$ cat src/rtl/cstf_pkg.sv
// Shared types, constants and facelet tables for the cube state to facelet converter.
package cstf_pkg;

  localparam int COLOR_W     = 3;
  localparam int NUM_SLOTS   = 54;
  localparam int NUM_FACES   = 6;
  localparam int FACE_SLOTS  = 9;
  localparam int NUM_CORNERS = 8;
  localparam int NUM_EDGES   = 12;
  localparam int NUM_CYCLES  = 13;
  localparam int NUM_CENTERS = 6;

  typedef logic [63:0]                     word_t;
  typedef logic [COLOR_W-1:0]              color_t;
  typedef logic [5:0]                      slot_t;
  typedef logic [2:0]                      face_t;
  typedef logic [FACE_SLOTS*COLOR_W-1:0]   face_colors_t;
  typedef logic [NUM_SLOTS*COLOR_W-1:0]    slots_t;

  localparam face_t LAST_FACE = 3'd5;

  localparam logic [3:0] CORNER_MAX = 4'd8;
  localparam logic [3:0] EDGE_MAX   = 4'd12;
  localparam logic [3:0] TWIST_ONE  = 4'd1;
  localparam logic [3:0] TWIST_TWO  = 4'd2;
  localparam logic [3:0] TWIST_MAX  = 4'd3;

  localparam color_t CORNER_COLS [NUM_CORNERS][3] = '{
    '{3'd1, 3'd2, 3'd3}, '{3'd1, 3'd3, 3'd4}, '{3'd1, 3'd4, 3'd5}, '{3'd1, 3'd5, 3'd2},
    '{3'd6, 3'd3, 3'd2}, '{3'd6, 3'd4, 3'd3}, '{3'd6, 3'd5, 3'd4}, '{3'd6, 3'd2, 3'd5}
  };

  localparam slot_t CORNER_SLOT [NUM_CORNERS][3] = '{
    '{6'd34, 6'd43, 6'd54}, '{6'd36, 6'd52, 6'd18}, '{6'd30, 6'd16, 6'd27},
    '{6'd28, 6'd25, 6'd45}, '{6'd1,  6'd48, 6'd37}, '{6'd3,  6'd12, 6'd46},
    '{6'd9,  6'd21, 6'd10}, '{6'd7,  6'd39, 6'd19}
  };

  localparam logic CORNER_YFIRST [NUM_CORNERS] = '{
    1'b0, 1'b1, 1'b0, 1'b1, 1'b1, 1'b0, 1'b1, 1'b0
  };

  localparam color_t EDGE_COLS [NUM_EDGES][2] = '{
    '{3'd1, 3'd2}, '{3'd1, 3'd3}, '{3'd1, 3'd4}, '{3'd1, 3'd5},
    '{3'd2, 3'd3}, '{3'd4, 3'd3}, '{3'd4, 3'd5}, '{3'd2, 3'd5},
    '{3'd6, 3'd2}, '{3'd6, 3'd3}, '{3'd6, 3'd4}, '{3'd6, 3'd5}
  };

  localparam slot_t EDGE_SLOT [NUM_EDGES][2] = '{
    '{6'd31, 6'd44}, '{6'd35, 6'd53}, '{6'd33, 6'd17}, '{6'd29, 6'd26},
    '{6'd40, 6'd51}, '{6'd15, 6'd49}, '{6'd13, 6'd24}, '{6'd42, 6'd22},
    '{6'd4,  6'd38}, '{6'd2,  6'd47}, '{6'd6,  6'd11}, '{6'd8,  6'd20}
  };

  localparam slot_t CENTER_SLOT [NUM_CENTERS] = '{
    6'd32, 6'd41, 6'd50, 6'd14, 6'd23, 6'd5
  };

  localparam color_t CENTER_COLOR [NUM_CENTERS] = '{
    3'd1, 3'd2, 3'd3, 3'd4, 3'd5, 3'd6
  };

  localparam slot_t ROT_CYCLE [NUM_CYCLES][4] = '{
    '{6'd1,  6'd7,  6'd9,  6'd3},  '{6'd4,  6'd8,  6'd6,  6'd2},
    '{6'd37, 6'd19, 6'd10, 6'd46}, '{6'd38, 6'd20, 6'd11, 6'd47},
    '{6'd39, 6'd21, 6'd12, 6'd48}, '{6'd40, 6'd22, 6'd13, 6'd49},
    '{6'd41, 6'd23, 6'd14, 6'd50}, '{6'd42, 6'd24, 6'd15, 6'd51},
    '{6'd43, 6'd25, 6'd16, 6'd52}, '{6'd44, 6'd26, 6'd17, 6'd53},
    '{6'd45, 6'd27, 6'd18, 6'd54}, '{6'd34, 6'd28, 6'd30, 6'd36},
    '{6'd31, 6'd29, 6'd33, 6'd35}
  };

endpackage

$ cat src/rtl/cstf_decode.sv
// Packet decode: corner and edge codes to 54 rotated facelet colors plus invalid flag.
module cstf_decode (
  input  cstf_pkg::word_t  corner_word,
  input  cstf_pkg::word_t  edge_word,
  output cstf_pkg::slots_t colors,
  output logic             bad
);
  import cstf_pkg::*;

  color_t f [NUM_SLOTS];
  color_t g [NUM_SLOTS];

  always_comb begin
    logic [3:0] pos;
    logic [3:0] tw;
    logic [2:0] cp;
    logic [3:0] ep;
    logic       flip;
    bad  = 1'b0;
    pos  = '0;
    tw   = '0;
    cp   = '0;
    ep   = '0;
    flip = 1'b0;
    for (int s = 0; s < NUM_SLOTS; s++) begin
      f[s] = '0;
    end
    for (int c = 0; c < NUM_CENTERS; c++) begin
      f[CENTER_SLOT[c] - 6'd1] = CENTER_COLOR[c];
    end
    for (int i = 0; i < NUM_CORNERS; i++) begin
      pos = corner_word[60-4*i +: 4];
      tw  = corner_word[28-4*i +: 4];
      if (pos < 4'd1 || pos > CORNER_MAX || tw < TWIST_ONE || tw > TWIST_MAX) begin
        bad = 1'b1;
      end else begin
        cp = 3'(pos - 4'd1);
        if (CORNER_YFIRST[i] && tw != TWIST_MAX) begin
          tw = tw ^ 4'd3;
        end
        case (tw)
          TWIST_ONE: begin
            f[CORNER_SLOT[i][0] - 6'd1] = CORNER_COLS[cp][2];
            f[CORNER_SLOT[i][1] - 6'd1] = CORNER_COLS[cp][0];
            f[CORNER_SLOT[i][2] - 6'd1] = CORNER_COLS[cp][1];
          end
          TWIST_TWO: begin
            f[CORNER_SLOT[i][0] - 6'd1] = CORNER_COLS[cp][1];
            f[CORNER_SLOT[i][1] - 6'd1] = CORNER_COLS[cp][2];
            f[CORNER_SLOT[i][2] - 6'd1] = CORNER_COLS[cp][0];
          end
          default: begin
            f[CORNER_SLOT[i][0] - 6'd1] = CORNER_COLS[cp][0];
            f[CORNER_SLOT[i][1] - 6'd1] = CORNER_COLS[cp][1];
            f[CORNER_SLOT[i][2] - 6'd1] = CORNER_COLS[cp][2];
          end
        endcase
      end
    end
    for (int i = 0; i < NUM_EDGES; i++) begin
      pos  = edge_word[60-4*i +: 4];
      flip = edge_word[15-i];
      if (pos < 4'd1 || pos > EDGE_MAX) begin
        bad = 1'b1;
      end else begin
        ep = pos - 4'd1;
        f[EDGE_SLOT[i][0] - 6'd1] = flip ? EDGE_COLS[ep][1] : EDGE_COLS[ep][0];
        f[EDGE_SLOT[i][1] - 6'd1] = flip ? EDGE_COLS[ep][0] : EDGE_COLS[ep][1];
      end
    end
  end

  always_comb begin
    g = f;
    for (int c = 0; c < NUM_CYCLES; c++) begin
      g[ROT_CYCLE[c][1] - 6'd1] = f[ROT_CYCLE[c][0] - 6'd1];
      g[ROT_CYCLE[c][2] - 6'd1] = f[ROT_CYCLE[c][1] - 6'd1];
      g[ROT_CYCLE[c][3] - 6'd1] = f[ROT_CYCLE[c][2] - 6'd1];
      g[ROT_CYCLE[c][0] - 6'd1] = f[ROT_CYCLE[c][3] - 6'd1];
    end
  end

  always_comb begin
    for (int s = 0; s < NUM_SLOTS; s++) begin
      colors[COLOR_W*s +: COLOR_W] = bad ? '0 : g[s];
    end
  end

endmodule

$ cat src/rtl/cube_state_to_facelets_core.sv
// Top level of the cube state to facelet converter: packet register, face buffer, face output.
//
// Input channel: pkt_valid / pkt_stall carry one 16-byte packet as corner_word and edge_word.
// Output channel: face_valid / face_stall carry six face transfers per packet, face_index 0..5
// in order, with the nine colors of that face, the packet's invalid flag, and last on face 5.
// A transfer happens at a rising edge where valid is high and stall is low.
// A packet moves through the packet register and face buffer into the output register.
// Throughput: one face per cycle unless the receiver stalls; the decoded packet is held
// in a face buffer and read out one face per cycle, which sets that rate.
// The packet register takes the next packet while the buffer still drains, and the buffer
// refills in the same cycle its last face leaves.
// Reset (rst, synchronous) empties the packet register, the buffer and the output register.
// While the receiver stalls, the output register holds its face and a full buffer waits; once the
// packet register is also full, pkt_stall rises.
module cube_state_to_facelets_core (
  input  logic                   clk,
  input  logic                   rst,
  input  logic                   pkt_valid,
  output logic                   pkt_stall,
  input  cstf_pkg::word_t        corner_word,
  input  cstf_pkg::word_t        edge_word,
  output logic                   face_valid,
  input  logic                   face_stall,
  output cstf_pkg::face_t        face_index,
  output cstf_pkg::face_colors_t face_colors,
  output logic                   invalid,
  output logic                   last
);
  import cstf_pkg::*;

  logic   in_full;
  word_t  cw;
  word_t  ew;
  slots_t dec_colors;
  logic   dec_bad;
  logic   buf_full;
  slots_t buf_colors;
  logic   buf_bad;
  face_t  face_cnt;
  logic   out_load;
  logic   buf_drain;
  logic   buf_load;

  cstf_decode u_decode (
    .corner_word (cw),
    .edge_word   (ew),
    .colors      (dec_colors),
    .bad         (dec_bad)
  );

  assign out_load  = !face_valid || !face_stall;
  assign buf_drain = buf_full && out_load && face_cnt == LAST_FACE;
  assign buf_load  = in_full && (!buf_full || buf_drain);
  assign pkt_stall = in_full && !buf_load;

  always_ff @(posedge clk) begin
    if (rst) begin
      in_full <= 1'b0;
    end else if (!pkt_stall) begin
      in_full <= pkt_valid;
    end
  end

  always_ff @(posedge clk) begin
    if (pkt_valid && !pkt_stall) begin
      cw <= corner_word;
      ew <= edge_word;
    end
  end

  always_ff @(posedge clk) begin
    if (rst) begin
      buf_full <= 1'b0;
      face_cnt <= '0;
    end else if (buf_load) begin
      buf_full <= 1'b1;
      face_cnt <= '0;
    end else if (buf_drain) begin
      buf_full <= 1'b0;
    end else if (buf_full && out_load) begin
      face_cnt <= face_cnt + 3'd1;
    end
  end

  always_ff @(posedge clk) begin
    if (buf_load) begin
      buf_colors <= dec_colors;
      buf_bad    <= dec_bad;
    end
  end

  always_ff @(posedge clk) begin
    if (rst) begin
      face_valid <= 1'b0;
    end else if (out_load) begin
      face_valid <= buf_full;
    end
  end

  always_ff @(posedge clk) begin
    if (out_load && buf_full) begin
      face_index  <= face_cnt;
      face_colors <= buf_colors[FACE_SLOTS*COLOR_W*face_cnt +: FACE_SLOTS*COLOR_W];
      invalid     <= buf_bad;
      last        <= face_cnt == LAST_FACE;
    end
  end

`ifndef SYNTHESIS
  a_last_on_final_face: assert property (@(posedge clk) disable iff (rst)
    face_valid && last |-> face_index == LAST_FACE)
    else $error("last set on a face other than the final one");

  a_faces_in_sequence: assert property (@(posedge clk) disable iff (rst)
    face_valid && !face_stall && !last |=>
      face_valid && face_index == $past(face_index) + 3'd1)
    else $error("face sequence broken within a packet");

  a_invalid_zeroes: assert property (@(posedge clk) disable iff (rst)
    face_valid && invalid |-> face_colors == '0)
    else $error("invalid packet shows nonzero colors");

  a_buffer_refill: assert property (@(posedge clk) disable iff (rst)
    in_full && !buf_full |-> !pkt_stall)
    else $error("packet stalled while the face buffer is empty");
`endif

endmodule

$ cat config.mk
export PLATFORM = sky130hd
export DESIGN_NAME = cube_state_to_facelets_core
export DESIGN_NICKNAME = d
export VERILOG_FILES = /design/src/rtl/cstf_pkg.sv /design/src/rtl/cstf_decode.sv /design/src/rtl/cube_state_to_facelets_core.sv
export SDC_FILE = /design/constraint.sdc
export NUM_CORES = 1
export LEC_CHECK = 0
export BUFFER_PORTS_ARGS = -buffer_cell sky130_fd_sc_hd__buf_2
export CAP_MARGIN = 0
export CELL_PAD_IN_SITES_DETAIL_PLACEMENT = 0
export CELL_PAD_IN_SITES_GLOBAL_PLACEMENT = 2
export CORE_UTILIZATION = 40
export CTS_BUF_LIST = sky130_fd_sc_hd__clkbuf_8
export DETAILED_ROUTE_END_ITERATION = 8
export PLACE_DENSITY = 0.79
export SLEW_MARGIN = 20
export SYNTH_ARGS = -nofsm -noshare
export SYNTH_HDL_FRONTEND = slang
export SYNTH_SLANG_ARGS = --single-unit
$ cat constraint.sdc
create_clock -name clk -period 16.2 [get_ports clk]
set_input_delay 0.81 -clock clk [delete_from_list [all_inputs] [get_ports clk]]
set_output_delay 0.81 -clock clk [all_outputs]
set_load 0.1 [all_outputs]
==> summary.txt, run 1 <==
Worst hold path
  – Worst min-delay path category: in -> reg
  – Hold Startpoint: corner_word[25]

Clocking
  – Clock buffer depth: 3
  – Clock transition at path regs: roughly 0.070 ns
  – Clock insertion delay at the later pin of the skew report: between 0.6 and 0.7 ns
  – CTS root buffer: clkbuf_8
  – H-tree levels: 2
  – CTS Buf Count: 57
  – CTS tree: yes
  – Hold Buf Count CTS: 0
  – Post-CTS setup buffer count: 0
  – Clock Sinks: around 300
  – PostCTS Resize Cnt: 0

STA
  – Setup TNS Final: 0 ns
  – Worst-margin pin slew: 1.02 ns
  – Hold Slack: approximately 0.33 ns
  – Clock skew: approximately 0.041 ns
  – Slew margin rel.: approximately a third
  – Endpoints failing setup: 0
  – Final Hold Fails: 0
  – Fin. max-slew vios: 0
  – PnR worst setup slack: between 10 and 15 ns
  – Final period utilization: ~30%
  – Fmax: 203 MHz
  – Unrepaired setup endpoints after global routing: false
  – Tmin final: ~5 ns

GRT
  – All-layer global routing usage: between 20 and 25%
  – Vias in the first global route: about 13000
  – First-pass GRT wire length: roughly 72000 um
  – Initial antenna violation count: 0
  – Largest net degree at the start of global routing: 150
  – Grt total ovfl: 0

Die
  – Core ar.: about 43000 sq um
  – Row cnt: between 70 and 80
  – Die width: approximately 210 um
  – Die height: 212 um
  – Die area: between 40000 and 50000 sq um
  – IO Pins: 166
  – Initial core utilization: around two fifths

Power
  – LEAKAGE: between 6 and 7 nW
  – Max VDD drop: slightly above 80 uV
  – Design Power: between 0.002 and 0.0025 W
  – Total power per unit cell area: between 100 and 150 nW/um^2

Outcome
  – Status: completed

Layout
  – Layout cells sized above 1: between 10% and 20%
  – Layout area overhead: 13.2%
  – Inserted Diodes: 0
  – # nets final: between 1500 and 2000
  – Layout fillers: ~4000
  – Design area: 20000 sq um

Synthesis
  – Synth unique cells: 68
  – Syn nets: about 1900
  – FF+latch count, synth: 308
  – Largest family of logic cells by synthesized area: compound AO/OA/AOI/OAI gates
  – Synth Area in Compound Gates: between 10% and 20%
  – Yosys top cell by area: edfxtp_1
  – Synth Area in Simple Gates: ~15%
  – Synth top area cells: edfxtp_1 (51%), a21oi_1 (3.7%), o21ai_0 (3.6%), nor3_1 (3.5%), mux4_2 (3.1%)
  – Cells after synthesis: approximately 1700
  – Count leader, synth: edfxtp_1
  – Top cell type's share of synthesized area: a little over 50%
  – Syn avg cell area: a little over 10 sq um
  – Synth warnings: 0
  – Post-Synth XOR/XNOR Area: 3.47%
  – Register area share after synthesis: approximately 52%
  – FFs w/ async S/R, synth: 0%
  – Synth cell count leaders: edfxtp_1 (302), nand2_1 (132), a21oi_1 (130)
  – Mux share of post-synthesis cell area: roughly 4.4%
  – Top FF cell, synth: edfxtp_1
  – Synthesized area: 17700 sq um
  – Adder-Cell Fraction of Synth Area: a little under 2%
  – EDFF count, synth: 302

Routing
  – Vias/cell: 5.63
  – Vias: approximately 14000
  – Drt first pass iters: 8
  – Total wire length: between 40000 and 50000 um
  – Routed len/inst: about 19 um
  – Drc violations: 0
  – Detail Route Antenna Nets: 0
  – 1st-iter DRT viols: roughly 1300

Place
  – DP Area: approximately 19000 sq um
  – Post-detail-place hpwl: between 30000 and 40000 um
  – Placer Congestion: 0.845
  – Pre-CTS setup slack: around 11 ns
  – I/O Buffers: about 160

Critical path
  – Largest stage delay on the critical path: between 0.9 and 1 ns
  – Max FO, Critical Path: between 100 and 150
  – Required time of the critical path: ~17 ns
  – CP Cell Sequence: nor2_1 > o21ai_0 > nor4_1 > nand4_1 > buf_12 > nor4_1
  – Crit-path slowest cell: nor4_1
  – CP endpoint kind: flip-flop
  – CP most frequent cell: nor4_1
  – Setup Crit Path Kind: reg -> reg
  – Critical path launch point type: flip-flop
  – Arr. time, crit path: around 5.2 ns
  – Critical Path Start: cw[19]$_DFFE_PP_
  – RR Startpoint: cw[19]$_DFFE_PP_

Flow run
  – Max Cap Viol: 0
==> kinds of logic after synthesis <==
family | count (synthesis)
buffers and inverters | 237
AND/OR/NAND/NOR | 526
AO/OA/AOI/OAI | 493
flip-flops | 308
multiplexers | 48
adder cells (fa/ha/maj) | 28
XOR/XNOR | 70
==> critical path, delay by kind of cell, from the launching register on <==
kind                   cells  cell delay [ns]
and+or+nand+nor            4             3.14
buffers and inverters      1             0.47
AOI/OAI and AO/OA          1             0.39
DFF                        1             0.42
==> metal layers <==
| metal | wire length (um) | share of wire (%) | GRT usage, % |
|---|---|---|---|
| met5 | 0 | 0 | 0 |
| met4 | 901 | 1.9 | 5.41 |
| met3 | 2230 | 4.8 | 3.75 |
| met2 | 20800 | 45 | 31.1 |
| met1 | 22700 | 49 | 30.5 |
==> flip-flops by register name, indices dropped and copies added, names as in the netlist <==
signal,count
invalid,1
cw,64
face_colors,27
face_index,3
buf_full,1
face_valid,1
in_full,1
last,1
buf_bad,1
buf_colors,145
face_cnt,3
ew,60
==> path summary, 6_finish.rpt <==
kind                            slack, ns                      endpoint  cells after the start
worst max-delay path                11.27  buf_colors[83]$_SDFFCE_PP0P_                      6
worst min-delay path                 0.33              cw[25]$_DFFE_PP_                      1
worst max register to register      11.27  buf_colors[83]$_SDFFCE_PP0P_                      6
worst min register to register       0.44             invalid$_DFFE_PP_                      0
==> report_power, final <==
part           internal [W]  leakage (nW)  switching (W)
logic             0.0000973          3.23       0.000160
registers          0.000915          3.08      0.0000534
clock network      0.000460         0.677       0.000349
total               0.00147          6.99       0.000563
==> layout make-up <==
cell class	instances	area [sq um]	area share, %
Clock buffer	61	840	4.19
Clock inverter	45	377	1.88
Inverter	90	338	1.69
Multi-Input combinational cell	1165	7600	38.0
Sequential cell	308	9190	45.9
Tap cell	585	732	3.66
Timing Repair Buffer	175	936	4.68
==> stage by stage <==
stage | instances | utilization (%)
2_1_floorplan | 1710 | -
4_1_cts | 2429 | 46.2
6_report | 2429 | 46.2
3_3_place_gp | 2323 | 43.3
3_5_place_dp | 2323 | 43.4
5_1_grt | 2429 | 46.2
==> placed cells by master (no fill, tap or decap), types with 16 or more instances in the layout <==
cell type,n
edfxtp_1,302
buf_2,161
nand2_1,131
a21oi_1,130
o21ai_0,127
nor3_1,123
nor2_1,103
inv_1,102
clkbuf_8,61
xnor2_1,59
o22ai_1,41
nand2b_1,40
a211oi_1,38
a31oi_1,27
ha_1,26
mux4_2,24
mux2i_1,24
nor4_1,19
nand3_1,17
a21boi_0,16
Note: power is estimated with default switching activity, not from simulation.
==> run 2: changes to the inputs <==
Clock period 16.2 ns to 5.05 ns, I/O delays scaled along.
==> run 2 against run 1 <==
  * Final area is 6.8% higher
  * Sequential cell count stayed put
  * Critical endpoint is now buf_bad$_DFFE_PP_
  * Combinational power grew to 3.6 times the previous value
  * Die area stayed put
  * Clock power grew to 3.2 times the previous value
  * Non-clock buffer count is 135 higher
  * Clock skew is 0.0089 ns lower
  * Utilization is 3.1 points higher
==> summary.txt, run 2 (synthesis gave the netlist of run 1 again) <==
Critical path
  – Cell count of the worst reg-to-reg path: 7
  – Critical path launch point type: flip-flop
  – Required time of the critical path: 5.46 ns
  – Largest stage delay on the critical path: 0.97 ns
  – Max FO, Critical Path: 71
  – Arr. time, crit path: 4.04 ns
  – Crit-path leading delay family: simple AND/OR/NAND/NOR gates
  – CP Cell Sequence: inv_1 > ha_1 > a22oi_1 > o311ai_0 > or4_4 > buf_4 > or2_2
  – R2R Path End: buf_bad$_DFFE_PP_
  – Crit-path slowest cell: or4_4
  – RR Startpoint: ew[56]$_DFFE_PP_
  – Reg2reg setup slack: 1.42 ns
  – CP endpoint kind: flip-flop
  – Setup Crit Path Kind: reg -> reg
  – Crit path buf inv count: 2

Die
  – Initial core utilization: 40.8%
  – Die width: between 200 and 250 um
  – IO Pins: ~170
  – Core ar.: between 40000 and 50000 sq um
  – Die area: between 40000 and 50000 sq um
  – Die height: 212 um
  – Row cnt: 76

STA
  – Endpoints failing setup: 0
  – Clock skew: between 0.03 and 0.04 ns
  – Worst-margin pin slew: between 0.9 and 1 ns
  – Final Hold Fails: 0
  – Hold Slack: between 0.3 and 0.4 ns
  – Slew margin rel.: 38.2%
  – Fin. max-slew vios: 0
  – PnR worst setup slack: ~1.4 ns
  – Tmin final: around 3.6 ns
  – Fmax: about 280 MHz
  – Final period utilization: between 70% and 80%
  – Unrepaired setup endpoints after global routing: false
  – Setup TNS Final: 0 ns

Routing
  – Vias/cell: 5.55
  – Routed len/inst: roughly 19 um
  – 1st-iter DRT viols: 1256
  – Detail Route Antenna Nets: 0
  – Drt first pass iters: 8
  – Vias: ~14000
  – Drc violations: 0
  – Total wire length: between 40000 and 50000 um

Worst hold path
  – Hold Path End: cw[36]$_DFFE_PP_
  – Worst min-delay path category: in -> reg
  – Hold Startpoint: corner_word[36]
  – Hold Crit Depth: 2

Layout
  – Most common cell after layout, fill and taps aside: edfxtp_1
  – Area of the multi-input gates: 7600 sq um
  – Layout area overhead: 20.9%
  – Inserted Diodes: 0
  – Layout fillers: 4031
  – Design area: about 21000 sq um
  – Largest Register: buf_colors
  – # nets final: between 2000 and 2500
  – Max reg flops: between 100 and 150
  – Layout cells sized above 1: roughly 17%
  – Largest regs: buf_colors x145, cw x64, ew x60
  – Reg area: between 9000 and 10000 sq um
  – Most frequent cells in the layout: edfxtp_1 (302), buf_2 (161), nand2_1 (131)

Clocking
  – H-tree levels: 2
  – Post-CTS setup buffer count: 0
  – Clock insertion delay at the later pin of the skew report: between 0.6 and 0.7 ns
  – CTS tree: yes
  – CTS Buf Count: 58
  – Clock transition at path regs: roughly 0.06 ns
  – Clock buffer depth: 3
  – Clock Sinks: a little over 300
  – PostCTS Resize Cnt: 0
  – Hold Buf Count CTS: 128
  – CTS root buffer: clkbuf_8

Place
  – Post-detail-place hpwl: slightly above 30000 um
  – DP Area: roughly 19000 sq um
  – Pre-CTS setup slack: 1.37 ns
  – I/O Buffers: approximately 160
  – Placer Congestion: 0.853

GRT
  – Initial antenna violation count: 1
  – Largest net degree at the start of global routing: 150
  – All-layer global routing usage: between 20% and 30%
  – First-pass GRT wire length: 73900 um
  – Grt total ovfl: 0
  – Vias in the first global route: approximately 13000

Power
  – LEAKAGE: between 7 and 8 nW
  – Max VDD drop: between 150 and 200 uV
  – Total power per unit cell area: 311 nW/um^2
  – Design Power: between 0.006 and 0.007 W

Outcome
  – Status: completed

Flow run
  – Max Cap Viol: 0
run 2: cell type report:
cell class | instances | share of cell area [%]
Multi-Input combinational cell | 1165 | 35.6
Clock buffer | 62 | 3.99
Clock inverter | 44 | 1.77
Tap cell | 585 | 3.42
Inverter | 90 | 1.58
Timing Repair Buffer | 310 | 10.7
Sequential cell | 308 | 43.0
run 2: through the flow:
stage / utilization (%) / std cells
2_1_floorplan: - / 1710
3_3_place_gp: 43.5 / 2330
3_5_place_dp: 43.5 / 2330
4_1_cts: 49.3 / 2564
5_1_grt: 49.3 / 2564
6_report: 49.3 / 2564
run 2: worst max-delay path by stage:
stage                             startpoint                            end  cells past startpoint
floorplan           face_cnt[1]$_SDFFE_PP0P_                cw[0]$_DFFE_PP_                      8
global placement            cw[62]$_DFFE_PP_              buf_bad$_DFFE_PP_                      6
detailed placement          ew[56]$_DFFE_PP_              buf_bad$_DFFE_PP_                      7
CTS                         ew[56]$_DFFE_PP_              buf_bad$_DFFE_PP_                      7
global route                cw[62]$_DFFE_PP_  buf_colors[100]$_SDFFCE_PP0P_                      6
finish                      ew[56]$_DFFE_PP_              buf_bad$_DFFE_PP_                      7
run 2: metal layers:
metal	vias up	wire [um]	track usage, %
li1	6922	-	-
met5	-	0	0
met3	72	2690	4.21
met2	387	21800	32.6
met1	6845	22400	30.3
met4	0	1000	6.28
run 2: where the power goes:
group          internal [W]  switching, W  leakage [nW]
Clock               0.00149       0.00113         0.677
Sequential          0.00293      0.000167          3.08
Combinational      0.000379      0.000538          3.81
Total               0.00481       0.00184          7.57
